===== src/vbqe_pkg.sv =====
// Shared types and constants for the voxel boundary quad extractor.
package vbqe_pkg;

    // Default build sizes.
    localparam int DEF_MAX_ROWS   = 64;
    localparam int DEF_MAX_COLS   = 64;
    localparam int DEF_VALUE_BITS = 8;

    // Number of planes along x that the cursor can address.
    localparam int PLANES_MAX = 1024;

    // Entries in the queue between the classifier and the quad emitter.
    localparam int QUEUE_DEPTH = 4;

    // Configuration register indexes.
    typedef enum logic [1:0] {
        REG_SIZE_X = 2'd0,
        REG_SIZE_Y = 2'd1,
        REG_SIZE_Z = 2'd2
    } t_reg_idx;

    // Quad orientation codes.
    typedef enum logic [1:0] {
        ORIENT_X = 2'd0,
        ORIENT_Y = 2'd1,
        ORIENT_Z = 2'd2
    } t_orient;

    // One classified voxel: which faces it emits and the running color after each.
    typedef struct packed {
        logic [2:0]      mask;
        logic [2:0][7:0] color;
        logic [9:0]      pos_x;
        logic [5:0]      pos_y;
        logic [5:0]      pos_z;
    } t_quad_entry;

endpackage


===== src/vbqe_queue.sv =====
// Short queue of classified voxels between the front and back parts.
module vbqe_queue (
    input  logic                  i_clk,
    input  logic                  i_rst_n,
    input  logic                  i_push,
    input  vbqe_pkg::t_quad_entry i_entry,
    input  logic                  i_pop,
    output logic                  o_full,
    output logic                  o_empty,
    output vbqe_pkg::t_quad_entry o_head
);
    import vbqe_pkg::*;

    localparam int PW = $clog2(QUEUE_DEPTH);
    localparam int CW = $clog2(QUEUE_DEPTH + 1);

    t_quad_entry   r_slot [QUEUE_DEPTH];
    logic [PW-1:0] r_wptr;
    logic [PW-1:0] r_rptr;
    logic [CW-1:0] r_count;

    assign o_full  = (r_count == CW'(QUEUE_DEPTH));
    assign o_empty = (r_count == '0);
    assign o_head  = r_slot[r_rptr];

    // Storage.
    always_ff @(posedge i_clk) begin
        if (i_push) begin
            r_slot[r_wptr] <= i_entry;
        end
    end

    // Pointers and fill level.
    always_ff @(posedge i_clk) begin
        if (!i_rst_n) begin
            r_wptr  <= '0;
            r_rptr  <= '0;
            r_count <= '0;
        end else begin
            if (i_push) begin
                r_wptr <= (r_wptr == PW'(QUEUE_DEPTH - 1)) ? '0 : r_wptr + PW'(1);
            end
            if (i_pop) begin
                r_rptr <= (r_rptr == PW'(QUEUE_DEPTH - 1)) ? '0 : r_rptr + PW'(1);
            end
            if (i_push && !i_pop) begin
                r_count <= r_count + CW'(1);
            end else if (i_pop && !i_push) begin
                r_count <= r_count - CW'(1);
            end
        end
    end

endmodule


===== config.mk =====
export PLATFORM = sky130hd
export DESIGN_NAME = vbqe_queue
export DESIGN_NICKNAME = d
export VERILOG_FILES = /design/src/vbqe_pkg.sv /design/src/vbqe_queue.sv
export SDC_FILE = /design/constraint.sdc
export NUM_CORES = 1
export LEC_CHECK = 0
export ABC_AREA = 0
export ABC_CLOCK_PERIOD_IN_PS = 2350
export BUFFER_PORTS_ARGS = -buffer_cell sky130_fd_sc_hd__clkbuf_2
export CORE_ASPECT_RATIO = 1.1
export CORE_MARGIN = 3
export CORE_UTILIZATION = 40
export CTS_BUF_LIST = sky130_fd_sc_hd__clkbuf_4
export DETAILED_ROUTE_END_ITERATION = 8
export SLEW_MARGIN = 40
export SYNTH_ARGS = -nofsm -noshare
export SYNTH_HDL_FRONTEND = slang
export SYNTH_SLANG_ARGS = --single-unit

===== constraint.sdc =====
create_clock -name i_clk -period 2.35 [get_ports i_clk]
set_input_delay 0.5875 -clock i_clk [delete_from_list [all_inputs] [get_ports i_clk]]
set_output_delay 0.5875 -clock i_clk [all_outputs]
set_load 0.02 [all_outputs]

-- Word-level counts from Yosys, hierarchy flattened
Memories as Yosys holds them, arrays and structs flattened. A register that Yosys moved wholly into a read port is not among the register bits.
Cells that the tools add are included.
- $add $sub $neg: 4
- equality and inequality tests: 3
- multiplexer cells: 8
- reductions and logical operators: 6
- operators with widths (kind ; number):
    two-way mux 2 bit ; 4
    two-way mux 3 bit ; 2
    adder 2 x 1 -> 2 bit (second input constant) ; 2
    equality test 2 bit (second input constant) ; 2
    adder 3 x 1 -> 3 bit (second input constant) ; 1
    equality test 3 bit (second input constant) ; 1
    zero test 3 bit ; 1
    subtractor 3 x 1 -> 3 bit (second input constant) ; 1
    logical AND 1 bit ; 2
    zero test 1 bit ; 2
    two-way mux 1 bit ; 2
    nonzero test 2 bit ; 1
- bits in registers: 7
- bits in writable memories: 196
- input port bits: 53
- output and inout bits: 51
- logic and storage cells: 25
- memories kept: 1
- memories (name ; depth ; bits a word ; rd ports ; clocked after memory_dff ; wr ports ; RTL line ; RTL):
    r_slot ; 4 ; 49 ; 1 ; 1 ; 1 ; vbqe_queue.sv:17 ; t_quad_entry r_slot [QUEUE_DEPTH];

-- Logic depth before layout (Yosys ltp)
Gate-level depths: netlist of the first run.
- word-level depth: 4
- mapped depth: 7
- mapped depth without buffers: 7

-- Worst setup path after synthesis of the first run
Ideal clock, no wire load.
- path kind: input -> register
- start point: in i_push
- end point: mem r_slot[0][0] (netlist bit) (enable)
- library setup time: 411 ps
- arrival time: 1760 ps
- data required time: 1939 ps
- slack: 179 ps
- stages: 1
- buffers on the path: 0
- cell sequence: and2_1
- cells in the longest elaborated chain, start to end: 2
- RTL lines (element ; RTL line ; RTL):
    start, declared ; vbqe_queue.sv:5 ; input logic i_push,
    two-way mux 1 bit ; vbqe_queue.sv:28 ; if (i_push) begin
    two-way mux 1 bit (not written as such) ; vbqe_queue.sv:29 ; r_slot[r_wptr] <= i_entry;
    end, declared ; vbqe_queue.sv:17 ;
No other way between the ends.

==> results of run 1 <==
[kinds of logic (layout without fill, tap and decap cells)]
kind of cell,Yosys count,count (layout),share of synthesized area
compound gates,3,3,0.00265
xor+xnor,2,2,0.00232
fa+ha+maj,7,7,0.0126
buf+inv,15,201,0.0146
flops,205,205,0.803
mux,53,53,0.152
simple gates,15,15,0.0119
[power by group through the flow]
| stage | logic (W) | registers (W) | clock network [W] |
|---|---|---|---|
| after global routing | 0.000984 | 0.00424 | 0.00294 |
| after detailed placement | 0.000810 | 0.00431 | 0 |
| after CTS | 0.000846 | 0.00423 | 0.00274 |
| after global placement | 0.000805 | 0.00429 | 0 |
| final | 0.000912 | 0.00423 | 0.00260 |
| after floorplan | 0.000517 | 0.00430 | 0 |
[placed cells by master, fill, tap and decap left out, types with 2 or more instances in the layout]
master / n
clkbuf_16: 2
buf_12: 7
buf_6: 23
mux2i_1: 4
nor2b_1: 5
buf_2: 21
nor3_1: 2
clkbuf_4: 72
ha_1: 6
edfxtp_1: 196
clkbuf_2: 59
clkinv_1: 10
mux4_2: 48
dfxtp_1: 7
buf_16: 3
inv_1: 4
and2_2: 4
[per-stage QoR]
stage	instance area [um^2]	setup slack (ns)	hold WS, ns
after detailed placement	8410	0.269	0.524
after global placement	8410	0.317	0.486
final	9280	-0.211	0.215
after CTS	9080	-0.312	0.134
after global routing	9280	-0.323	0.141
after floorplan	7550	0.179	0.472
[metal layers]
layer / part of all wire / global-route usage / vias up
met5: 0 / 0 / -
met4: 0.016 / 0.0484 / 0
met3: 0.076 / 0.0485 / 17
met2: 0.50 / 0.215 / 119
met1: 0.41 / 0.171 / 1847
li1: - / - / 1612
[flip-flops by register name, indices dropped and copies added, names as in the netlist, named ones only]
signal / flops
r_wptr: 2
r_slot: 196
r_count: 3
r_rptr: 2
[worst max-delay path by stage]
stage	slack (ns)	start	endpoint
after global placement	0.32	i_push	r_count[2]$_SDFFE_PN0P_
after CTS	-0.31	flop	o_head[45]
after floorplan	0.18	i_push	r_slot[0][0]$_DFFE_PP_
final	-0.21	flop	o_head[23]
after global routing	-0.32	flop	o_head[23]
after detailed placement	0.27	i_push	r_count[2]$_SDFFE_PN0P_
[synth_stat cells, drive strengths merged]
library cell,n
o21a,1
mux2i,4
buf,11
inv,4
dfxtp,9
nor2b,5
a21boi,1
xnor2,1
nor3,2
xor2,1
fa,1
and2,5
edfxtp,196
or3,1
ha,6
o21ai,1
nor3b,1
mux4,49
nor2,1
[layout make-up]
| cell class | count | area, um^2 | share of cell area |
|---|---|---|---|
| clock buffers | 72 | 541 | 0.0583 |
| well taps | 243 | 304 | 0.0328 |
| multi-input cells | 80 | 1380 | 0.148 |
| repair buffers | 115 | 932 | 0.100 |
| inverters | 4 | 15.0 | 0.00162 |
| flip-flops and latches | 205 | 6070 | 0.655 |
| clock inverters | 10 | 37.5 | 0.00405 |
[worst max-delay path, delay by kind of cell, from the launching register on]
family,cells,cell delay [ns]
multiplexers,1,0.51
flip-flops,1,0.41
buffers and inverters,3,0.46
[timing repair]
item / in CTS / in global routing
gates cloned: 2 / 2
setup endpoints to repair: 49 / 49
setup buffers: 1 / 0
resized for setup: 5 / 93
pin swaps: 0 / 0
==> summary.txt, run 1 <==
Run status
  • Outcome: finished with violations
  • Failing checks: negative setup slack

Setup path
  • Reg2Reg Setup Slack: between 0.8 and 0.9 ns
  • Reg2Reg Capture Point: r_count[2]$_SDFFE_PN0P_
  • Setup crit end kind: output port
  • CP required: 1.76 ns
  • Crit Path Category: flop to output port
  • Slowest library cell on the worst path: mux4_2
  • Worst R2R Path Depth: 4
  • Reg-to-Reg Start: r_count[0]$_SDFFE_PN0P_
  • Arrival @ worst endpoint: between 1.5 and 2 ns
  • Crit start category: flop
  • Slowest stage delay, CP: between 0.5 and 0.6 ns
  • Max Fanout on Critical Path: 4
  • Worst path cell trace: buf_12 > clkbuf_16 > mux4_2 > buf_6

Power and ir drop
  • Clk pwr share: 0.336
  • Pwr per Cell Area: around 830 mW/mm^2
  • Pint: about 0.0060 W
  • Seq pwr share: 0.546
  • Max VDD drop: about 0.46 mV
  • Leakage: between 3 and 4 nW
  • Total power: 0.00774 W
  • Net switching power figure: roughly 0.0017 W
  • Comb pwr share: 0.118
  • Switching share of power: 0.226

STA
  • Final Hold Fails: 0
  • Worst Clk Skew: 0.0175 ns
  • Slew HR: 0.783
  • Tmin final: ~2.6 ns
  • Final worst slack: -0.211 ns
  • Final cycle utilization of the critical path: 1.09
  • Fin Setup TNS: -7.62 ns
  • # setup viols final: 49
  • Max-slew violation count: 0
  • Unrepaired setup endpoints after global routing: yes
  • Peak Freq: 391 MHz
  • Slew @ Worst Pin: ~0.32 ns

Floorplan
  • Die width: between 100 and 150 um
  • Starting Density: 0.409
  • Row Count: 52
  • Die area: 0.0206 mm^2
  • IO Pins: around 100
  • Die Span Y: 150 um
  • Core ar.: roughly 0.018 mm^2

Global routing
  • Largest net degree at the start of global routing: 50
  • Total GRT Usage: 0.135
  • First-pass GRT wire length: between 20000 and 25000 um
  • Vias in the first global route: ~3.9k
  • Remaining Overflow, GRT: 0
  • Initial antenna violation count: 0

Synthesis
  • Syn Nets: 360
  • Mapped Area: about 0.0075 mm^2
  • Synth area leaders: edfxtp_1 78%, mux4_2 14%, dfxtp_1 2.4%, ha_1 0.99%, mux4_1 0.70%
  • Number of warnings issued by yosys: 0
  • Share of the synthesized area in the top cell type: 0.780
  • Yosys reg bits: a little over 200
  • Seq/Total Area, Yosys: 0.803
  • Netlist cell types: 24
  • Post-Synthesis Cells: 300
  • Avg Inst Size Synth: about 25 um^2
  • Synth area leader: edfxtp_1

Finish
  • Share of layout cells above drive strength 1: 0.496
  • Final Util: 0.502
  • Layout area overhead: 22.9%
  • Final Non-Filler Cells: 729
  • Final antenna diode count: 0
  • # nets final: slightly above 500
  • Filler cells: approximately 1.6k

Routing
  • Total iterations of the first detailed-routing run: 4
  • 1st-iter DRT viols: ~180
  • Wire length per cell: about 19 um
  • Detailed-route DRC error count: 0
  • Average via count per standard cell: just under 5
  • Final antenna-violating net count: 0
  • Via Count: between 3k and 4k
  • WL final: 13700 um

Clock network
  • Clock root buffer: clkbuf_4
  • Clock tree buffer depth: 3
  • Worst skew pair latency: roughly 0.59 ns
  • Sink Count: between 200 and 250
  • Clock-pin slew on the worst setup and hold paths: about 0.070 ns
  • H-tree levels: 2
  • Num CTS Buffers: 48
  • CTS tree: yes
  • Cts hold-fix bufs: 0

Flow run
  • Max-cap viol count: 0

Min path
  • Hold/Removal Path Class: input port to flop
  • Hold endpoint: r_slot[1][10]$_DFFE_PP_
  • HP Start: i_entry[10]
  • Hold path cells: 1

Placed design
  • Placed insts: 642
  • Port buffer count: approximately 100
  • Dpl hpwl: roughly 7200 um
  • Global placement routability congestion: 0.647
No activity file was read; power rests on OpenSTA's default activity.
==> run 2: changes to the inputs <==
--- a/config.mk
+++ b/config.mk
@@ -8,11 +8,14 @@
 export ABC_AREA = 0
 export ABC_CLOCK_PERIOD_IN_PS = 2350
 export BUFFER_PORTS_ARGS = -buffer_cell sky130_fd_sc_hd__clkbuf_2
+export CELL_PAD_IN_SITES_DETAIL_PLACEMENT = 1
+export CELL_PAD_IN_SITES_GLOBAL_PLACEMENT = 2
 export CORE_ASPECT_RATIO = 1.1
 export CORE_MARGIN = 3
 export CORE_UTILIZATION = 40
 export CTS_BUF_LIST = sky130_fd_sc_hd__clkbuf_4
 export DETAILED_ROUTE_END_ITERATION = 8
+export PLACE_DENSITY_LB_ADDON = 0.1
 export SLEW_MARGIN = 40
 export SYNTH_ARGS = -nofsm -noshare
 export SYNTH_HDL_FRONTEND = slang
==> summary.txt, run 2 (synthesis results as in run 1) <==
Run status
  • Failing checks: negative setup slack
  • Outcome: finished with violations

Setup path
  • Arrival @ worst endpoint: ~2 ns
  • Max Fanout on Critical Path: 6
  • Crit Path Category: flop to output port
  • Worst R2R Path Depth: 4
  • Crit start category: flop
  • Setup crit end kind: output port
  • CP required: 1.76 ns

Clock network
  • Sink Count: 205
  • Clock-pin slew on the worst setup and hold paths: roughly 0.070 ns
  • Worst skew pair latency: about 0.65 ns
  • Clock root buffer: clkbuf_4
  • Num CTS Buffers: about 50
  • H-tree levels: 2
  • Clock tree buffer depth: 3
  • CTS tree: yes

Routing
  • Via Count: 3672
  • Final antenna-violating net count: 0
  • Total iterations of the first detailed-routing run: 4
  • Wire length per cell: just under 20 um
  • Detailed-route DRC error count: 0
  • WL final: 15000 um
  • 1st-iter DRT viols: approximately 150
  • Average via count per standard cell: about 5

Floorplan
  • Die area: ~0.02 mm^2
  • Core ar.: roughly 0.018 mm^2
  • Die width: between 100 and 150 um
  • IO Pins: around 100
  • Die Span Y: between 150 and 200 um
  • Starting Density: 0.409
  • Row Count: 52

STA
  • Max-slew violation count: 0
  • # setup viols final: between 40 and 50
  • Unrepaired setup endpoints after global routing: yes
  • Worst Clk Skew: 0.0333 ns
  • Slew @ Worst Pin: around 0.40 ns
  • Final cycle utilization of the critical path: 1.10
  • Tmin final: 2.59 ns
  • Slew HR: 0.735
  • Final Hold Fails: 0
  • Final worst slack: -0.239 ns
  • Peak Freq: about 390 MHz

Finish
  • Biggest regs: r_slot: 196 flops, r_count: 3 flops
  • # nets final: 529
  • Max reg flops: about 200
  • Top reg by flops: r_slot
  • Commonest non-fill, non-tap cells in the layout: 196 x edfxtp_1, 73 x clkbuf_4, 54 x clkbuf_2
  • Share of layout cells above drive strength 1: 0.510
  • Final Non-Filler Cells: between 700 and 800
  • Layout area overhead: 28.6%
  • Commonest non-fill, non-tap cell in the layout: edfxtp_1

Placed design
  • Dpl hpwl: ~8800 um
  • Placed insts: 649
  • Global placement routability congestion: 0.682
  • Port buffer count: around 100

Global routing
  • Total GRT Usage: 0.148
  • First-pass GRT wire length: around 23000 um
  • Largest net degree at the start of global routing: 50
  • Vias in the first global route: between 4k and 5k
  • Remaining Overflow, GRT: 0
  • Initial antenna violation count: 1

Power and ir drop
  • Pwr per Cell Area: roughly 850 mW/mm^2
  • Total power: 0.00822 W
  • Leakage: 3.39 nW
  • Max VDD drop: just over 0.4 mV

Flow run
  • Max-cap viol count: 0

Min path
  • Hold/Removal Path Class: input port to flop
  • Hold path cells: 1
run 2: cell count changes in the layout (fill, tap and decap cells not counted), sizes merged:
cell	previous run	this run
buf	54	69
clkinv	10	17
clkbuf	133	131
clkinvlp	0	2
bufinv	0	1
diode	0	1
inv	4	5
run 2: repair_timing:
action	CTS	global route
pin swaps	0	0
endpoints found under the setup margin	49	49
resized for setup	19	133
buffers inserted	3	2
endpoints found under the hold margin	0	0
gates cloned	1	4
hold buffers	0	0
run 2: per-stage QoR:
stage	area (um^2)	worst slack [ns]	setup TNS (ns)	utilization	hold WS, ns
final	9710	-0.239	-9.61	0.525	0.157
after detailed placement	8510	0.231	0	0.461	0.525
after global placement	8510	0.282	0	0.461	0.504
after CTS	9330	-0.331	-13.41	0.505	0.0694
after global routing	9710	-0.364	-15.68	0.525	0.0776
after floorplan	7550	0.179	0	-	0.472
run 2: cell type report:
cell class,instances,area [um^2]
clock buffers,73,548
inverters,4,15.0
multi-input cells,80,1370
flip-flops and latches,205,6070
clock inverters,21,114
diodes,1,2.50
well taps,243,304
repair buffers,127,1280
fillers,1678,8770
run 2: per-layer routing:
| metal | vias to the layer above | routed length, um | GRT usage |
|---|---|---|---|
| met1 | 1884 | 6040 | 0.182 |
| met5 | - | 0 | 0 |
| li1 | 1650 | - | - |
| met2 | 108 | 7670 | 0.245 |
| met3 | 30 | 952 | 0.0468 |
| met4 | 0 | 306 | 0.0579 |
run 2: critical path: stages (launching register included):
cell and delay [ns]:
dfxtp_4 0.40, buf_12 0.16, buf_12 0.14, mux4_2 0.53, buf_6 0.15
run 2: where the power goes:
part	switching, W	internal, W	leakage [nW]	total, W
clock	0.00138	0.00155	0.384	0.00293
sequential	0.0000500	0.00418	1.88	0.00423
combinational	0.000518	0.000538	1.13	0.00106
run 2: final timing paths:
| kind | from | end | slack (ns) |
|---|---|---|---|
| hold / removal | i_entry[1] | r_slot[3][1]$_DFFE_PP_ | 0.16 |
| setup / recovery | flop | o_head[41] | -0.24 |
| setup reg to reg | r_wptr[0]$_SDFFE_PN0P_ | r_slot[2][27]$_DFFE_PP_ | 0.82 |
| hold reg to reg | r_count[2]$_SDFFE_PN0P_ | r_count[2]$_SDFFE_PN0P_ | 0.53 |
==> run 3: changes to the inputs <==
--- a/config.mk
+++ b/config.mk
@@ -6,7 +6,7 @@
 export NUM_CORES = 1
 export LEC_CHECK = 0
 export ABC_AREA = 0
-export ABC_CLOCK_PERIOD_IN_PS = 2350
+export ABC_CLOCK_PERIOD_IN_PS = 2640
 export BUFFER_PORTS_ARGS = -buffer_cell sky130_fd_sc_hd__clkbuf_2
 export CELL_PAD_IN_SITES_DETAIL_PLACEMENT = 1
 export CELL_PAD_IN_SITES_GLOBAL_PLACEMENT = 2
@@ -20,3 +20,4 @@
 export SYNTH_ARGS = -nofsm -noshare
 export SYNTH_HDL_FRONTEND = slang
 export SYNTH_SLANG_ARGS = --single-unit
+export TNS_END_PERCENT = 5
==> constraint.sdc (replaced) <==
create_clock -name i_clk -period 2.64 [get_ports i_clk]
set_input_delay 0.66 -clock i_clk [delete_from_list [all_inputs] [get_ports i_clk]]
set_output_delay 0.66 -clock i_clk [all_outputs]
set_load 0.02 [all_outputs]
==> summary.txt, run 3 (synthesis results as in run 1) <==
Min path
  • Hold path cells: 1
  • Hold endpoint: r_slot[3][18]$_DFFE_PP_
  • Hold/Removal Path Class: input port to flop
  • HP Start: i_entry[18]

STA
  • Slew @ Worst Pin: between 0.4 and 0.5 ns
  • Tmin final: between 2 and 3 ns
  • Final Hold Fails: 0
  • Worst Clk Skew: roughly 0.019 ns
  • Fin Setup TNS: 0 ns
  • Unrepaired setup endpoints after global routing: yes
  • Peak Freq: roughly 380 MHz
  • # setup viols final: 0
  • Slew HR: 0.691
  • Hold slack final: between 0.2 and 0.3 ns
  • Max-slew violation count: 0
  • Final cycle utilization of the critical path: 0.998

Setup path
  • Setup crit end kind: output port
  • Crit start category: flop
  • CP top delay family: multiplexers
  • Max Fanout on Critical Path: 6
  • Slowest stage delay, CP: approximately 0.53 ns
  • Worst path buffer plus inverter count: 3
  • Reg2Reg Capture Point: r_slot[2][23]$_DFFE_PP_
  • Reg-to-Reg Start: r_wptr[0]$_SDFFE_PN0P_
  • Worst path cell trace: buf_6 > buf_12 > mux4_2 > buf_2
  • Worst R2R Path Depth: 4
  • Reg2Reg Setup Slack: between 1 and 1.5 ns
  • CP required: between 1.5 and 2 ns
  • Slowest library cell on the worst path: mux4_2
  • Arrival @ worst endpoint: between 1.5 and 2 ns
  • Crit Path Category: flop to output port

Clock network
  • Sink Count: between 200 and 250
  • Num CTS Buffers: 52
  • Clock-pin slew on the worst setup and hold paths: roughly 0.060 ns
  • Clock root buffer: clkbuf_4
  • Clock tree buffer depth: 3
  • CTS tree: yes
  • H-tree levels: 2
  • Worst skew pair latency: 0.61 ns

Floorplan
  • Die Span Y: around 150 um
  • Die area: 0.0206 mm^2
  • Row Count: between 50 and 60
  • IO Pins: 104
  • Die width: between 100 and 150 um
  • Starting Density: 0.409
  • Core ar.: approximately 0.018 mm^2

Placed design
  • Dpl hpwl: roughly 9000 um
  • Global placement routability congestion: 0.657
  • Port buffer count: roughly 100
  • Placed insts: roughly 650

Global routing
  • Total GRT Usage: 0.147
  • First-pass GRT wire length: 22500 um
  • Initial antenna violation count: 2
  • Remaining Overflow, GRT: 0
  • Largest net degree at the start of global routing: 31
  • Vias in the first global route: just over 4k

Routing
  • Detailed-route DRC error count: 0
  • Average via count per standard cell: slightly below 5
  • Wire length per cell: 20.5 um
  • 1st-iter DRT viols: between 150 and 200
  • Via Count: roughly 3.7k
  • Total iterations of the first detailed-routing run: 6
  • Final antenna-violating net count: 0
  • WL final: roughly 15000 um

Power and ir drop
  • Net switching power figure: roughly 0.0017 W
  • Pint: 0.00542 W
  • Switching share of power: 0.234
  • Total power: between 0.007 and 0.008 W
  • Seq pwr share: 0.532
  • Max VDD drop: between 0.3 and 0.4 mV
  • Pwr per Cell Area: roughly 760 mW/mm^2
  • Comb pwr share: 0.113
  • Leakage: between 3 and 4 nW
  • Clk pwr share: 0.354

Finish
  • # nets final: 529
  • Top reg by flops: r_slot
  • Biggest regs: r_slot: 196 flops, r_count: 3 flops
  • Layout area overhead: 23.4%
  • Commonest non-fill, non-tap cell in the layout: edfxtp_1
  • Commonest non-fill, non-tap cells in the layout: 196 x edfxtp_1, 71 x clkbuf_4, 57 x clkbuf_2
  • Final Non-Filler Cells: about 750
  • Share of layout cells above drive strength 1: 0.508
  • Max reg flops: around 200

Flow run
  • Max-cap viol count: 0

Run status
  • Outcome: finished clean
## run 3: cell count changes in the layout (fill, tap and decap cells not counted), moves of 2 or more
cell,delta
buf_2,+37
buf_6,-28
buf_12,-6
buf_8,-6
clkbuf_2,+3
clkinv_1,-3
clkbuf_4,-2
clkinvlp_4,-2
## run 3: through the flow
stage / util / setup slack [ns] / cell area (um^2)
2_1_floorplan: - / 0.396 / 7550
3_3_place_gp: 0.457 / 0.474 / 8450
6_report: 0.504 / 0.00488 / 9320
5_1_grt: 0.504 / -0.0973 / 9320
3_5_place_dp: 0.457 / 0.410 / 8450
4_1_cts: 0.492 / -0.0987 / 9090
## run 3: power groups by stage
stage	sequential, W	combinational, W	clock [W]
3_3_place_gp	0.00383	0.000728	0
6_report	0.00377	0.000802	0.00250
2_1_floorplan	0.00383	0.000460	0
3_5_place_dp	0.00384	0.000740	0
4_1_cts	0.00377	0.000751	0.00263
5_1_grt	0.00378	0.000865	0.00279
## run 3: area by class of cell
class,count,area [um^2]
antenna,2,5.00
clock buffer,71,533
fill,1722,9160
sequential,205,6070
timing repair buffer,126,930
tap,243,304
clock inverter,16,88.8
multi-input combinational,80,1370
inverter,4,15.0
## run 3: how the worst max path moves through the flow
stage	startpoint	to	depth (start not counted)
after global routing	flop	o_head[24]	4
after CTS	flop	o_head[12]	3
after global placement	flop	o_head[12]	3
after detailed placement	i_pop	r_count[2]$_SDFFE_PN0P_	8
final	flop	o_head[37]	4
after floorplan	i_push	r_slot[0][0]$_DFFE_PP_	1
## run 3: what timing repair did
action,4_1_cts,5_1_grt
buffers inserted,2,3
endpoints found under the setup margin,42,48
hold buffers,0,0
cloned,0,6
resized for setup,1,75
## run 3: metal layers
layer,share of wire,up-vias,global-route usage
li1,-,1637,-
met1,0.41,1915,0.178
met5,0.00059,-,0
met3,0.053,18,0.0458
met2,0.52,105,0.247
met4,0.013,2,0.0524
