==> src/vbqe_pkg.sv <==
// Shared types and constants for the voxel boundary quad extractor.
package vbqe_pkg;

    // Default build sizes.
    localparam int DEF_MAX_ROWS   = 64;
    localparam int DEF_MAX_COLS   = 64;
    localparam int DEF_VALUE_BITS = 8;

    // Number of planes along x that the cursor can address.
    localparam int PLANES_MAX = 1024;

    // Entries in the queue between the classifier and the quad emitter.
    localparam int QUEUE_DEPTH = 4;

    // Configuration register indexes.
    typedef enum logic [1:0] {
        REG_SIZE_X = 2'd0,
        REG_SIZE_Y = 2'd1,
        REG_SIZE_Z = 2'd2
    } t_reg_idx;

    // Quad orientation codes.
    typedef enum logic [1:0] {
        ORIENT_X = 2'd0,
        ORIENT_Y = 2'd1,
        ORIENT_Z = 2'd2
    } t_orient;

    // One classified voxel: which faces it emits and the running color after each.
    typedef struct packed {
        logic [2:0]      mask;
        logic [2:0][7:0] color;
        logic [9:0]      pos_x;
        logic [5:0]      pos_y;
        logic [5:0]      pos_z;
    } t_quad_entry;

endpackage

==> src/vbqe_back.sv <==
// Back part: expands queued voxels into quads, one per beat, with vertex numbering.
module vbqe_back (
    input  logic                  i_clk,
    input  logic                  i_rst_n,
    input  logic                  i_empty,
    input  vbqe_pkg::t_quad_entry i_head,
    output logic                  o_pop,
    output logic                  o_out_valid,
    input  logic                  i_out_ready,
    output logic [1:0]            o_orientation,
    output logic [9:0]            o_pos_x,
    output logic [5:0]            o_pos_y,
    output logic [5:0]            o_pos_z,
    output logic [7:0]            o_quad_color,
    output logic [31:0]           o_vertex_base,
    output logic                  o_last_of_voxel
);
    import vbqe_pkg::*;

    logic [2:0]  r_done;
    logic        r_ovalid;
    logic [31:0] r_vcount;
    t_orient     r_orient;
    logic [9:0]  r_px;
    logic [5:0]  r_py;
    logic [5:0]  r_pz;
    logic [7:0]  r_color;
    logic [31:0] r_vbase;
    logic        r_last;

    logic [2:0]  rem;
    logic [2:0]  pick;
    t_orient     sel;
    logic        last;
    logic        load;

    // Next face of the head entry, lowest orientation first.
    always_comb begin
        rem = i_head.mask & ~r_done;
        if (rem[0]) begin
            sel  = ORIENT_X;
            pick = 3'b001;
        end else if (rem[1]) begin
            sel  = ORIENT_Y;
            pick = 3'b010;
        end else begin
            sel  = ORIENT_Z;
            pick = 3'b100;
        end
        last = ((rem & ~pick) == 3'b000);
    end

    assign load  = !i_empty && (!r_ovalid || i_out_ready);
    assign o_pop = load && last;

    // Progress through the head entry, output valid and vertex counter.
    always_ff @(posedge i_clk) begin
        if (!i_rst_n) begin
            r_done   <= '0;
            r_ovalid <= 1'b0;
            r_vcount <= '0;
        end else begin
            if (load) begin
                r_ovalid <= 1'b1;
                r_vcount <= r_vcount + 32'd4;
                r_done   <= last ? 3'b000 : (r_done | pick);
            end else if (i_out_ready) begin
                r_ovalid <= 1'b0;
            end
        end
    end

    // Output register payload.
    always_ff @(posedge i_clk) begin
        if (load) begin
            r_orient <= sel;
            r_px     <= i_head.pos_x;
            r_py     <= i_head.pos_y;
            r_pz     <= i_head.pos_z;
            r_color  <= i_head.color[sel];
            r_vbase  <= r_vcount;
            r_last   <= last;
        end
    end

    assign o_out_valid     = r_ovalid;
    assign o_orientation   = r_orient;
    assign o_pos_x         = r_px;
    assign o_pos_y         = r_py;
    assign o_pos_z         = r_pz;
    assign o_quad_color    = r_color;
    assign o_vertex_base   = r_vbase;
    assign o_last_of_voxel = r_last;

endmodule

==> config.mk <==
export PLATFORM = sky130hd
export DESIGN_NAME = vbqe_back
export DESIGN_NICKNAME = d
export VERILOG_FILES = /design/src/vbqe_pkg.sv /design/src/vbqe_back.sv
export SDC_FILE = /design/constraint.sdc
export NUM_CORES = 1
export LEC_CHECK = 0
export ABC_AREA = 1
export BUFFER_PORTS_ARGS = -buffer_cell sky130_fd_sc_hd__buf_2
export CAP_MARGIN = 40
export CORE_MARGIN = 8
export CORE_UTILIZATION = 46
export DETAILED_ROUTE_END_ITERATION = 8
export PLACE_DENSITY = 0.86
export SYNTH_ARGS = -nofsm -noshare
export SYNTH_HDL_FRONTEND = slang
export SYNTH_SLANG_ARGS = --single-unit
==> constraint.sdc <==
create_clock -name i_clk -period 1.4 [get_ports i_clk]
set_input_delay 0.07 -clock i_clk [delete_from_list [all_inputs] [get_ports i_clk]]
set_output_delay 0.07 -clock i_clk [all_outputs]
set_load 0.01 [all_outputs]
* After elaboration in Yosys (flattened, before gate mapping)
Cells that the tools add are included.
Storage, ports and cells: register bits after elaboration 101, input bits 53, output and inout bits 67, word-level logic and storage cells 33
Operators by class: $add $sub $neg 1, magnitude comparators 1, muxes and demuxes 9, bitwise operators 5, reduce and logical (&&, ||, !) cells 7
Operator list (number):
- adder 32 x 3 -> 32 bit, second input constant | 1
- binary-select mux 8 bit (select 2 bit) | 1
- two-way mux 3 bit | 3
- two-way mux 8 bit | 1
- AND 3 bit | 2
- NOT 3 bit | 2
- two-way mux 2 bit | 2
- logical NOT 3 bit | 1
- < comparator 2 x 3 -> 1 bit, second input constant | 1
- bitwise OR 3 bit | 1
- logical AND 1 bit | 2
- logical NOT 1 bit | 2
- two-way mux 1 bit | 2
- nonzero test 2 bit | 1
- logical OR 1 bit | 1

* Logic depth before layout (Yosys ltp)
Gate-level depths: netlist of run 1.
depth after elaboration 8, mapped depth 9

* Worst setup path after synthesis of run 1
Ideal clock, no wire load.
path kind reg2reg, from reg r_ovalid, in the netlist o_out_valid, to reg r_vcount[24], data arrival time 1.469 ns, required time 1.290 ns, slack -0.179 ns, cell stages (with the launch flop) 8, buffers on the path 1, clock period less this slack 1.579 ns, cells stage by stage dfxtp_1 -> a21oi_2 -> buf_6 -> nand4_1 -> nor2_1 -> nand3_1 -> nand2_1 -> nor2_1
On the way: cells in the longest elaborated chain, start to end 3
RTL lines:
- from (decl) | RTL line vbqe_back.sv:21 | logic r_ovalid;
- from (signal assigned) | RTL line vbqe_back.sv:60 | r_ovalid <= 1'b0;
- from (signal assigned) | RTL line vbqe_back.sv:64 | r_ovalid <= 1'b1;
- from (signal assigned) | RTL line vbqe_back.sv:68 | r_ovalid <= 1'b0;
- logical NOT 1 bit | RTL line vbqe_back.sv:53 | assign load = !i_empty && (!r_ovalid || i_out_ready);
- logical OR 1 bit | RTL line vbqe_back.sv:53
- logical AND 1 bit | RTL line vbqe_back.sv:53
- net load | RTL line vbqe_back.sv:35 | logic load;
- to (signal assigned) | RTL line vbqe_back.sv:65 | r_vcount <= r_vcount + 32'd4;
- to (decl) | RTL line vbqe_back.sv:22 | logic [31:0] r_vcount;
The timed path passes the listed nets, and every way through them passes these cells. A chain may end at the register's enable or synchronous reset.

* Worst setup path after layout of run 1
from reg r_vcount[2], to reg r_vcount[30]
On the way: cells in the longest elaborated chain, start to end 1
RTL lines (RTL line):
- adder 32 x 3 -> 32 bit | vbqe_back.sv:65
Every way passes these cells.

==> summary.md, run 1 <==
| Metric | Value |
|---|---|
| Status | complete, but fails checks |
| Failing checks | setup timing |
| Layout Skew | 0.01231 ns |
| Max Fclk | 688.9 MHz |
| Core Footprint | 0.008551 mm^2 |
| Hold_sp | i_head[22] |
| Die span in x | 108.9 um |
| Slowest Stage Delay on Critical Path | 0.39 ns |
| WL/cell | 15.86 um |
| NumNets Final | 637 |
| Total power | 5.529 mW |
| Setup CP Type | flip-flop to flip-flop |
| Part of the power in the clock network | 30.9% |
| Combinational cell fraction of total power | 11.1% |
| Largest net degree at the start of global routing | 24 |
| Die height | 108.9 um |
| Final setup margin | -0.05151 ns |
| Num CTS Buffers | 9 |
| Register area share after synthesis | 64.82% |
| Syn Area/Cell | 10.07 um^2 |
| Worst min-delay path category | input port to flip-flop |
| Critical Path Most Common Cell | nor2_4 |
| Area leader, netlist | edfxtp_1 |
| Max Slew Vio Count | 0 |
| IO Pins | 120 |
| CTS Root Cell | clkbuf_8 |
| Clock buffer depth | 2 |
| Critical Path RT | 1.68 ns |
| ANT cells | 0 |
| DR vias/cell | 5.056 |
| Yosys reg bits | 97 |
| Power Dens Cells | 978.9 mW/mm^2 |
| CP max FO | 5 |
| Hold endpoint | o_quad_color[0]$_DFFE_PP_ |
| Family with the most delay on the worst path | simple AND/OR/NAND/NOR gates |
| Warnings from Yosys | 0 |
| Total Wirelength | 11.04 mm |
| RSZ-0062 raised after global routing | true |
| Period minus WS final | 1.452 ns |
| Area Overhead vs Synth | 42.31% |
| Startpoint Class | flip-flop |
| Synth unique cells | 33 |
| Total global routing overflow | 0 |
| Gate Count Post-Synth | 394 |
| Final setup viols | 4 |
| Fill count | 619 |
| Layout Utilization | 66.05% |
| IO Port Bufs | 117 |
| Switch share | 25.42% |
| First-pass GRT wire length | 16.60 mm |
| Most frequent cells in the layout | buf_2 (117), nand2_1 (69), edfxtp_1 (63), nor2_1 (49), inv_1 (43) |
| Vias in the first global route | 3439 |
| DR pass1 iterations | 4 |
| H-tree levels | 3 |
| Crit share post-route | 103.7% |
| Worst path cell trace | ha_4 -> inv_2 -> nor2_4 -> buf_4 -> nand3_2 -> nor2_4 -> nand2_1 -> o21ai_1 -> nor2_1 |
| Cell internal pwr | 4.123 mW |
| Mapped Area | 0.003969 mm^2 |
| DP Wirelength | 7.174 mm |
| Place WS | -0.1472 ns |
| Gp weighted congestion | 0.8278 |
| Capture point of the worst reg-to-reg path | r_vcount[30]$_SDFFE_PN0P_ |
| R2r worst-path depth | 9 |
| Worst-path clk slew | 0.10 ns |
| Critical path capture point type | flip-flop |
| Via count | 3519 |
| Sink Count | 97 |
| Leak | 2.357 nW |
| Synth top area cells | edfxtp_1 (48%), dfxtp_1 (17%), nand2_1 (7.7%), nor2_1 (5.3%), inv_1 (4.5%) |
| Site Rows | 34 |
| Critical Path AT | 1.73 ns |
| WP buf/inv | 2 |
| Most common cell after layout, fill and taps aside | buf_2 |
| Switching Power | 1.405 mW |
| GR Util All Layers | 17.80% |
| Area of the die | 0.01186 mm^2 |
| FF-to-FF Start | r_vcount[2]$_SDFFE_PN0P_ |
| Peak VDD IR | 0.4369 mV |
| Flop pwr share | 58.0% |
| CTS tree | yes |
| R2r setup slk | -0.05 ns |
| Starting Density | 46.41% |
| Min-Delay Path Depth | 3 |
| Antenna viol nets, final | 0 |
| Max Cap Violations | 0 |
| Layout cells sized above 1 | 42.18% |
| 1st-iter DRT viols | 270 |
| Setup crit start | r_vcount[2]$_SDFFE_PN0P_ |
| Share of the synthesized area in the top cell type | 47.67% |
| Hold Slack | 0.002667 ns |
| Final hold vios | 0 |
| Post-route DRC violation count | 0 |
| Clock latency on the worst-skew pair | 0.37 ns |
| Initial antenna violation count | 0 |
| Slowest-stage cell, CP | dfxtp_4 |
[timing repair]
item / CTS / global route
hold endpoints to repair: 29 / 0
cloned: 0 / 0
buffers inserted: 6 / 9
setup endpoints to repair: 22 / 22
resized for setup: 25 / 54
hold buffers: 32 / 0
pin swaps: 7 / 10
[cell type report]
cell class	instances	area, um^2	share of cell area [%]
sequential	97	2620	46.39
clock inverter	6	51.30	0.9083
tap	108	135.1	2.393
clock buffer	10	127.6	2.260
multi-input combinational	241	1329	23.53
timing repair buffer	183	1194	21.13
inverter	51	191.4	3.389
[cells in the mapped netlist (all sizes together)]
library cell  instances
o21a                  1
nor3                  9
nand3b                1
nand3                26
o21ai                14
o21bai                1
inv                  50
a21oi                19
conb                  1
o22ai                 2
nor3b                 1
edfxtp               63
clkbuf                1
nand4                10
clkinv                1
and3                  1
dfxtp                34
nor2                 68
buf                   5
ha                    1
nand2                85
[through the flow]
step	setup TNS [ns]	cell area, um^2	cells
2_1_floorplan	0	3989	395
3_3_place_gp	-0.01750	4837	634
3_5_place_dp	-0.7807	4837	634
4_1_cts	-0.04970	5461	688
5_1_grt	-1.083	5648	696
6_report	-0.1258	5648	696
[sequential cells by signal (all words and copies together) (netlist names)]
signal	count
o_last_of_voxel	1
o_orientation	2
o_out_valid	1
o_pos_x	10
o_pos_y	6
o_pos_z	6
o_quad_color	8
o_vertex_base	30
r_done	3
r_vcount	30
[power groups by stage]
stage | combinational (mW) | clock [mW] | sequential (mW)
3_3_place_gp | 0.470 | 0 | 3.27
3_5_place_dp | 0.489 | 0 | 3.28
4_1_cts | 0.586 | 1.73 | 3.22
2_1_floorplan | 0.161 | 0 | 3.34
6_report | 0.614 | 1.71 | 3.21
5_1_grt | 0.667 | 1.85 | 3.22
[routing by layer]
layer	GRT usage [%]	vias up	routed length, um
met1	19.76	1670	4276
met2	32.54	143	5697
li1	-	1685	-
met5	0	-	0
met4	6.647	0	191
met3	3.783	21	874
[cells by family (layout without fill, tap and decap cells)]
kind of cell | count (synthesis) | after routing | share of synthesized area (%)
buffers and inverters | 57 | 250 | 5.800
AND/OR/NAND/NOR | 201 | 201 | 24.02
adder cells (fa/ha/maj) | 1 | 1 | 0.3152
AO/OA/AOI/OAI | 37 | 37 | 4.950
flip-flops | 97 | 97 | 64.82
other | 1 | 2 | 0.09449
[worst max path at each step]
| stage | to | slack (ns) | cells past startpoint |
|---|---|---|---|
| finish | r_vcount[30]$_SDFFE_PN0P_ | -0.05 | 9 |
| global route | r_vcount[30]$_SDFFE_PN0P_ | -0.15 | 9 |
| CTS | o_pop | -0.03 | 7 |
| detailed placement | r_vcount[30]$_SDFFE_PN0P_ | -0.15 | 8 |
| global placement | r_vcount[30]$_SDFFE_PN0P_ | -0.01 | 8 |
| floorplan | r_vcount[25]$_SDFFE_PN0P_ | 0.01 | 7 |
[worst min-delay path, stage by stage]
cell	delay, ns
buf_2	0.08
nand2_1	0.04
nand3_1	0.07
Power figures use the tool's default switching activity.
==> inputs of run 2 (changes only) <==
Settings changed: CORE_ASPECT_RATIO set to 1.25, GPL_TIMING_DRIVEN set to 0.
==> run 2 against run 1 <==
Compared with the run above:
- the flow still finishes with violations (setup timing)
- via count hardly changed
- clock power is 3% higher
- final area up 0.11%
- sequential cell count unchanged
- largest cell class unchanged
- largest power group unchanged
==> summary.md, run 2 (same netlist as run 1, synthesis figures left out) <==
| Metric | Value |
|---|---|
| Clock buffer depth | 2 |
| Min-Delay Path Depth | 3 |
| Worst slew margin | 59.55% |
| Total global routing overflow | 0 |
| NumNets Final | 633 |
| Critical Path AT | 1.76 ns |
| Core Footprint | 0.008558 mm^2 |
| R2r worst-path depth | 9 |
| Hold_sp | i_head[32] |
| Critical path capture point type | flip-flop |
| Sink Count | 97 |
| Setup CP Type | flip-flop to flip-flop |
| Place WS | -0.2212 ns |
| WP buf/inv | 2 |
| IO Pins | 120 |
| CP max FO | 5 |
| DR vias/cell | 5.140 |
| Most common cell after layout, fill and taps aside | buf_2 |
| Most frequent cells in the layout | buf_2 (117), nand2_1 (69), edfxtp_1 (63), nor2_1 (48), inv_1 (43) |
| Crit share post-route | 106.5% |
| Via count | 3516 |
| Period minus WS final | 1.491 ns |
| Failing checks | setup timing |
| 1st-iter DRT viols | 264 |
| First-pass GRT wire length | 17.08 mm |
| Layout cells sized above 1 | 41.10% |
| Placed Area | 0.004700 mm^2 |
| Area Overhead vs Synth | 42.47% |
| Gp weighted congestion | 0.9054 |
| Worst path cell trace | ha_4 -> inv_4 -> nor2_4 -> buf_6 -> nand3_4 -> nor2_4 -> nand4_1 -> nand2_1 -> nor2_1 |
| Final setup viols | 27 |
| Worst Max-Slew Pin Slew | 0.6068 ns |
| Multi-input combinational cell area | 0.001340 mm^2 |
| Hold endpoint | o_quad_color[2]$_DFFE_PP_ |
| Seq. cell area | 0.002609 mm^2 |
| Antenna viol nets, final | 0 |
| GR Util All Layers | 18.00% |
| H-tree levels | 3 |
| Critical Path Most Common Cell | nor2_4 |
| R2r setup slk | -0.09 ns |
| Slowest-stage cell, CP | dfxtp_2 |
| Status | complete, but fails checks |
| Max Slew Vio Count | 0 |
| WL/cell | 16.09 um |
| Post-route DRC violation count | 0 |
| Worst min-delay path category | input port to flip-flop |
| CTS tree | yes |
| Fill count | 618 |
| DP Wirelength | 6.839 mm |
| Max Cap Violations | 0 |
| Vias in the first global route | 3527 |
| Family with the most delay on the worst path | simple AND/OR/NAND/NOR gates |
| Largest net degree at the start of global routing | 37 |
| Die height | 119.9 um |
| Capture point of the worst reg-to-reg path | r_vcount[26]$_SDFFE_PN0P_ |
| Worst-path clk slew | 0.09 ns |
| Site Rows | 38 |
| Slowest Stage Delay on Critical Path | 0.37 ns |
| ANT cells | 0 |
| Layout Utilization | 66.07% |
| DR pass1 iterations | 4 |
| Critical Path RT | 1.67 ns |
| Die span in x | 99.08 um |
| Startpoint Class | flip-flop |
| Initial antenna violation count | 0 |
| RSZ-0062 raised after global routing | true |
| Setup_tns | -0.7181 ns |
| Clock latency on the worst-skew pair | 0.37 ns |
| Final setup margin | -0.09111 ns |
| Area of the die | 0.01187 mm^2 |
| IO Port Bufs | 117 |
| Final hold vios | 0 |
| Layout Skew | 0.01098 ns |
| Num CTS Buffers | 9 |
| CTS Root Cell | clkbuf_8 |
| Power Dens Cells | 992.5 mW/mm^2 |
| Design area | 0.005654 mm^2 |
| Peak VDD IR | 0.4406 mV |
| Starting Density | 46.37% |
| Max Fclk | 670.6 MHz |
| Total Wirelength | 11.01 mm |
| Leak | 2.343 nW |
| FF-to-FF Start | r_vcount[3]$_SDFFE_PN0P_ |
==> run 2: cell count changes in the layout (fill, tap and decap cells not counted), moves of 2 or more <==
cell | before | now
buf_4 | 30 | 21
clkbuf_1 | 1 | 3
dlygate4sd3_1 | 32 | 34
dfxtp_1 | 10 | 13
o21ai_2 | 2 | 5
nand3_2 | 4 | 6
bufbuf_16 | 0 | 2
dfxtp_4 | 7 | 4
o21ai_1 | 3 | 0
==> run 2: area by class of cell <==
class / instances / share of cell area [%]
buffer: 6 / 0.9515
clock buffer: 11 / 2.324
clock inverter: 5 / 0.9958
inverter: 51 / 3.430
multi-input combinational: 241 / 23.70
sequential: 97 / 46.14
tap: 100 / 2.213
timing repair buffer: 173 / 20.25
==> run 2: worst max-delay path by stage <==
stage                             start                   endpoint  slack [ns]  cells past startpoint
2_1_floorplan  o_out_valid$_SDFFE_PN0P_  r_vcount[25]$_SDFFE_PN0P_        0.01                      7
5_1_grt        r_vcount[3]$_SDFFE_PN0P_  r_vcount[26]$_SDFFE_PN0P_       -0.14                      9
6_report       r_vcount[3]$_SDFFE_PN0P_  r_vcount[26]$_SDFFE_PN0P_       -0.09                      9
3_3_place_gp   o_out_valid$_SDFFE_PN0P_  r_vcount[27]$_SDFFE_PN0P_       -0.17                      7
3_5_place_dp   o_out_valid$_SDFFE_PN0P_  r_vcount[12]$_SDFFE_PN0P_       -0.22                      5
4_1_cts          r_done[1]$_SDFFE_PN0P_                      o_pop       -0.05                      7
==> run 2: metal layers <==
| metal | GRT usage, % | share of wire (%) | vias up |
|---|---|---|---|
| li1 | - | - | 1676 |
| met1 | 18.94 | 36 | 1639 |
| met2 | 32.35 | 54 | 162 |
| met3 | 3.650 | 5.9 | 39 |
| met4 | 10.91 | 3.9 | 0 |
| met5 | 0 | 0 | - |
==> run 2: worst register-to-register path: cells and delay by family, from the launching register on <==
kind,cells,cell delay (ns)
buffers and inverters,2,0.17
adder cells (fa/ha/maj),1,0.16
flip-flops,1,0.37
AND/OR/NAND/NOR,6,0.70
==> run 2: where the power goes <==
part / switching [mW] / leakage (nW) / internal, mW
clock network: 0.941 / 0.0832 / 0.821
registers: 0.0355 / 0.908 / 3.17
logic: 0.335 / 1.35 / 0.310
==> run 2: repair_timing <==
item / CTS / global route
buffers inserted: 8 / 12
pin swaps: 10 / 21
endpoints found under the hold margin: 31 / 0
setup endpoints to repair: 25 / 22
gates resized for setup: 25 / 53
hold buffers: 34 / 0
cloned: 2 / 0
==> run 2: stage by stage <==
| step | cells | hold slack (ns) | total power, mW |
|---|---|---|---|
| global placement | 612 | 0.2463 | 3.712 |
| CTS | 672 | 0.0002181 | 5.596 |
| floorplan | 395 | 0.1659 | 3.499 |
| detailed placement | 612 | 0.2488 | 3.731 |
| global route | 684 | 0.003098 | 5.832 |
| finish | 684 | 0.005720 | 5.612 |
==> inputs of run 3 (changes only) <==
Settings changed: GPL_TIMING_DRIVEN 0 to not set.
==> run 3 against run 2 <==
Compared with the run above:
- the run still ends with setup timing left
- largest cell class unchanged
- critical path type unchanged
- clock power shrank 11%
- non-clock buffer count grew 13
- largest power group unchanged
- die area unchanged
==> summary.md, run 3 (same netlist as run 1, synthesis figures left out) <==
| Metric | Value |
|---|---|
| Core Footprint | 0.008558 mm^2 |
| CP max FO | 4 |
| Area of the die | 0.01187 mm^2 |
| Setup CP Type | flip-flop to flip-flop |
| Max Slew Vio Count | 0 |
| H-tree levels | 3 |
| DR pass1 iterations | 5 |
| Clock buffer depth | 2 |
| Startpoint Class | flip-flop |
| Critical Path RT | 1.69 ns |
| CTS Root Cell | clkbuf_8 |
| IO Pins | 120 |
| Die span in x | 99.08 um |
| Via count | 3590 |
| Power Dens Cells | 949.6 mW/mm^2 |
| Starting Density | 46.37% |
| RSZ-0062 raised after global routing | true |
| Layout cells sized above 1 | 40.37% |
| DR vias/cell | 5.151 |
| Clock latency on the worst-skew pair | 0.35 ns |
| NumNets Final | 646 |
| Placed Area | 0.004802 mm^2 |
| CTS tree | yes |
| IO Port Bufs | 117 |
| First-pass GRT wire length | 16.59 mm |
| Total Wirelength | 10.91 mm |
| Final hold vios | 0 |
| Site Rows | 38 |
| Sink Count | 97 |
| Fill count | 638 |
| Worst min-delay path category | input port to flip-flop |
| GR Util All Layers | 17.46% |
| Initial antenna violation count | 0 |
| Largest net degree at the start of global routing | 25 |
| Antenna viol nets, final | 0 |
| Period minus WS final | 1.468 ns |
| Worst-path clk slew | 0.08 ns |
| Hold Slack | 0.02078 ns |
| Critical path capture point type | flip-flop |
| Status | complete, but fails checks |
| ANT cells | 0 |
| Final setup viols | 8 |
| Peak VDD IR | 0.4737 mV |
| Crit share post-route | 104.8% |
| Failing checks | setup timing |
| Total global routing overflow | 0 |
| Area Overhead vs Synth | 43.76% |
| Leak | 2.402 nW |
| Die height | 119.9 um |
| Place WS | -0.1545 ns |
| Layout Skew | 0.007452 ns |
| Design area | 0.005705 mm^2 |
| Setup_tns | -0.3501 ns |
| WL/cell | 15.66 um |
| Num CTS Buffers | 9 |
| Vias in the first global route | 3557 |
| Max Fclk | 681.4 MHz |
| Critical Path AT | 1.76 ns |
| DP Wirelength | 7.193 mm |
| Gp weighted congestion | 0.9002 |
| Post-route DRC violation count | 0 |
| 1st-iter DRT viols | 211 |
| Most frequent cells in the layout | buf_2 (117), nand2_1 (70), edfxtp_1 (63), nor2_1 (49), inv_1 (45) |
| Most common cell after layout, fill and taps aside | buf_2 |
| Final setup margin | -0.06751 ns |
| Max Cap Violations | 0 |
[run 3: layout make-up]
type	count	area [um^2]	area share [%]
inverters	51	191.4	3.355
clock buffers	15	156.4	2.741
well taps	100	125.1	2.193
clock inverters	1	5.005	0.08772
flip-flops and latches	97	2604	45.64
multi-input cells	241	1345	23.57
repair buffers	192	1279	22.41
[run 3: per-layer routing]
layer / share of wire [%] / track usage [%] / vias to the layer above
met3: 6.1 / 4.403 / 44
met2: 52 / 31.46 / 160
met4: 4.1 / 11.01 / 0
li1: - / - / 1701
met5: 0 / 0 / -
met1: 37 / 17.61 / 1685
[run 3: what timing repair did]
action / in CTS / in global routing
gates resized for setup: 28 / 46
endpoints found under the setup margin: 36 / 52
pin swaps: 6 / 22
hold buffers: 38 / 0
hold endpoints to repair: 29 / 0
setup buffers: 5 / 13
[run 3: report_power, final]
part           internal, mW  switching, mW  leakage [nW]  total, mW
clock                 0.698          0.874        0.0817       1.57
sequential             3.17         0.0368         0.906       3.21
combinational         0.304          0.333          1.41      0.637
total                  4.17           1.24          2.40       5.42
[run 3: final timing paths]
kind,start,end,slack [ns],cells after the start
max,r_vcount[3]$_SDFFE_PN0P_,r_vcount[24]$_SDFFE_PN0P_,-0.07,10
min,i_head[32],o_quad_color[2]$_DFFE_PP_,0.02,3
min reg2reg,r_vcount[9]$_SDFFE_PN0P_,o_vertex_base[9]$_DFFE_PP_,0.47,0
max reg2reg,r_vcount[3]$_SDFFE_PN0P_,r_vcount[24]$_SDFFE_PN0P_,-0.07,10
[run 3: metrics by stage]
stage / total power, mW / util, % / instances
3_3_place_gp: 3.729 / 56.11 / 626
4_1_cts: 5.413 / 63.80 / 685
3_5_place_dp: 3.749 / 56.11 / 626
5_1_grt: 5.641 / 66.67 / 697
6_report: 5.418 / 66.67 / 697
2_1_floorplan: 3.499 / - / 395
[run 3: critical path: stages (launching register included)]
cell	delay, ns
dfxtp_2	0.37
ha_4	0.14
inv_2	0.05
nor2_4	0.19
buf_4	0.16
nand2_1	0.06
nor2_2	0.15
nand4_1	0.10
nand2_1	0.07
inv_1	0.04
nor2_1	0.09
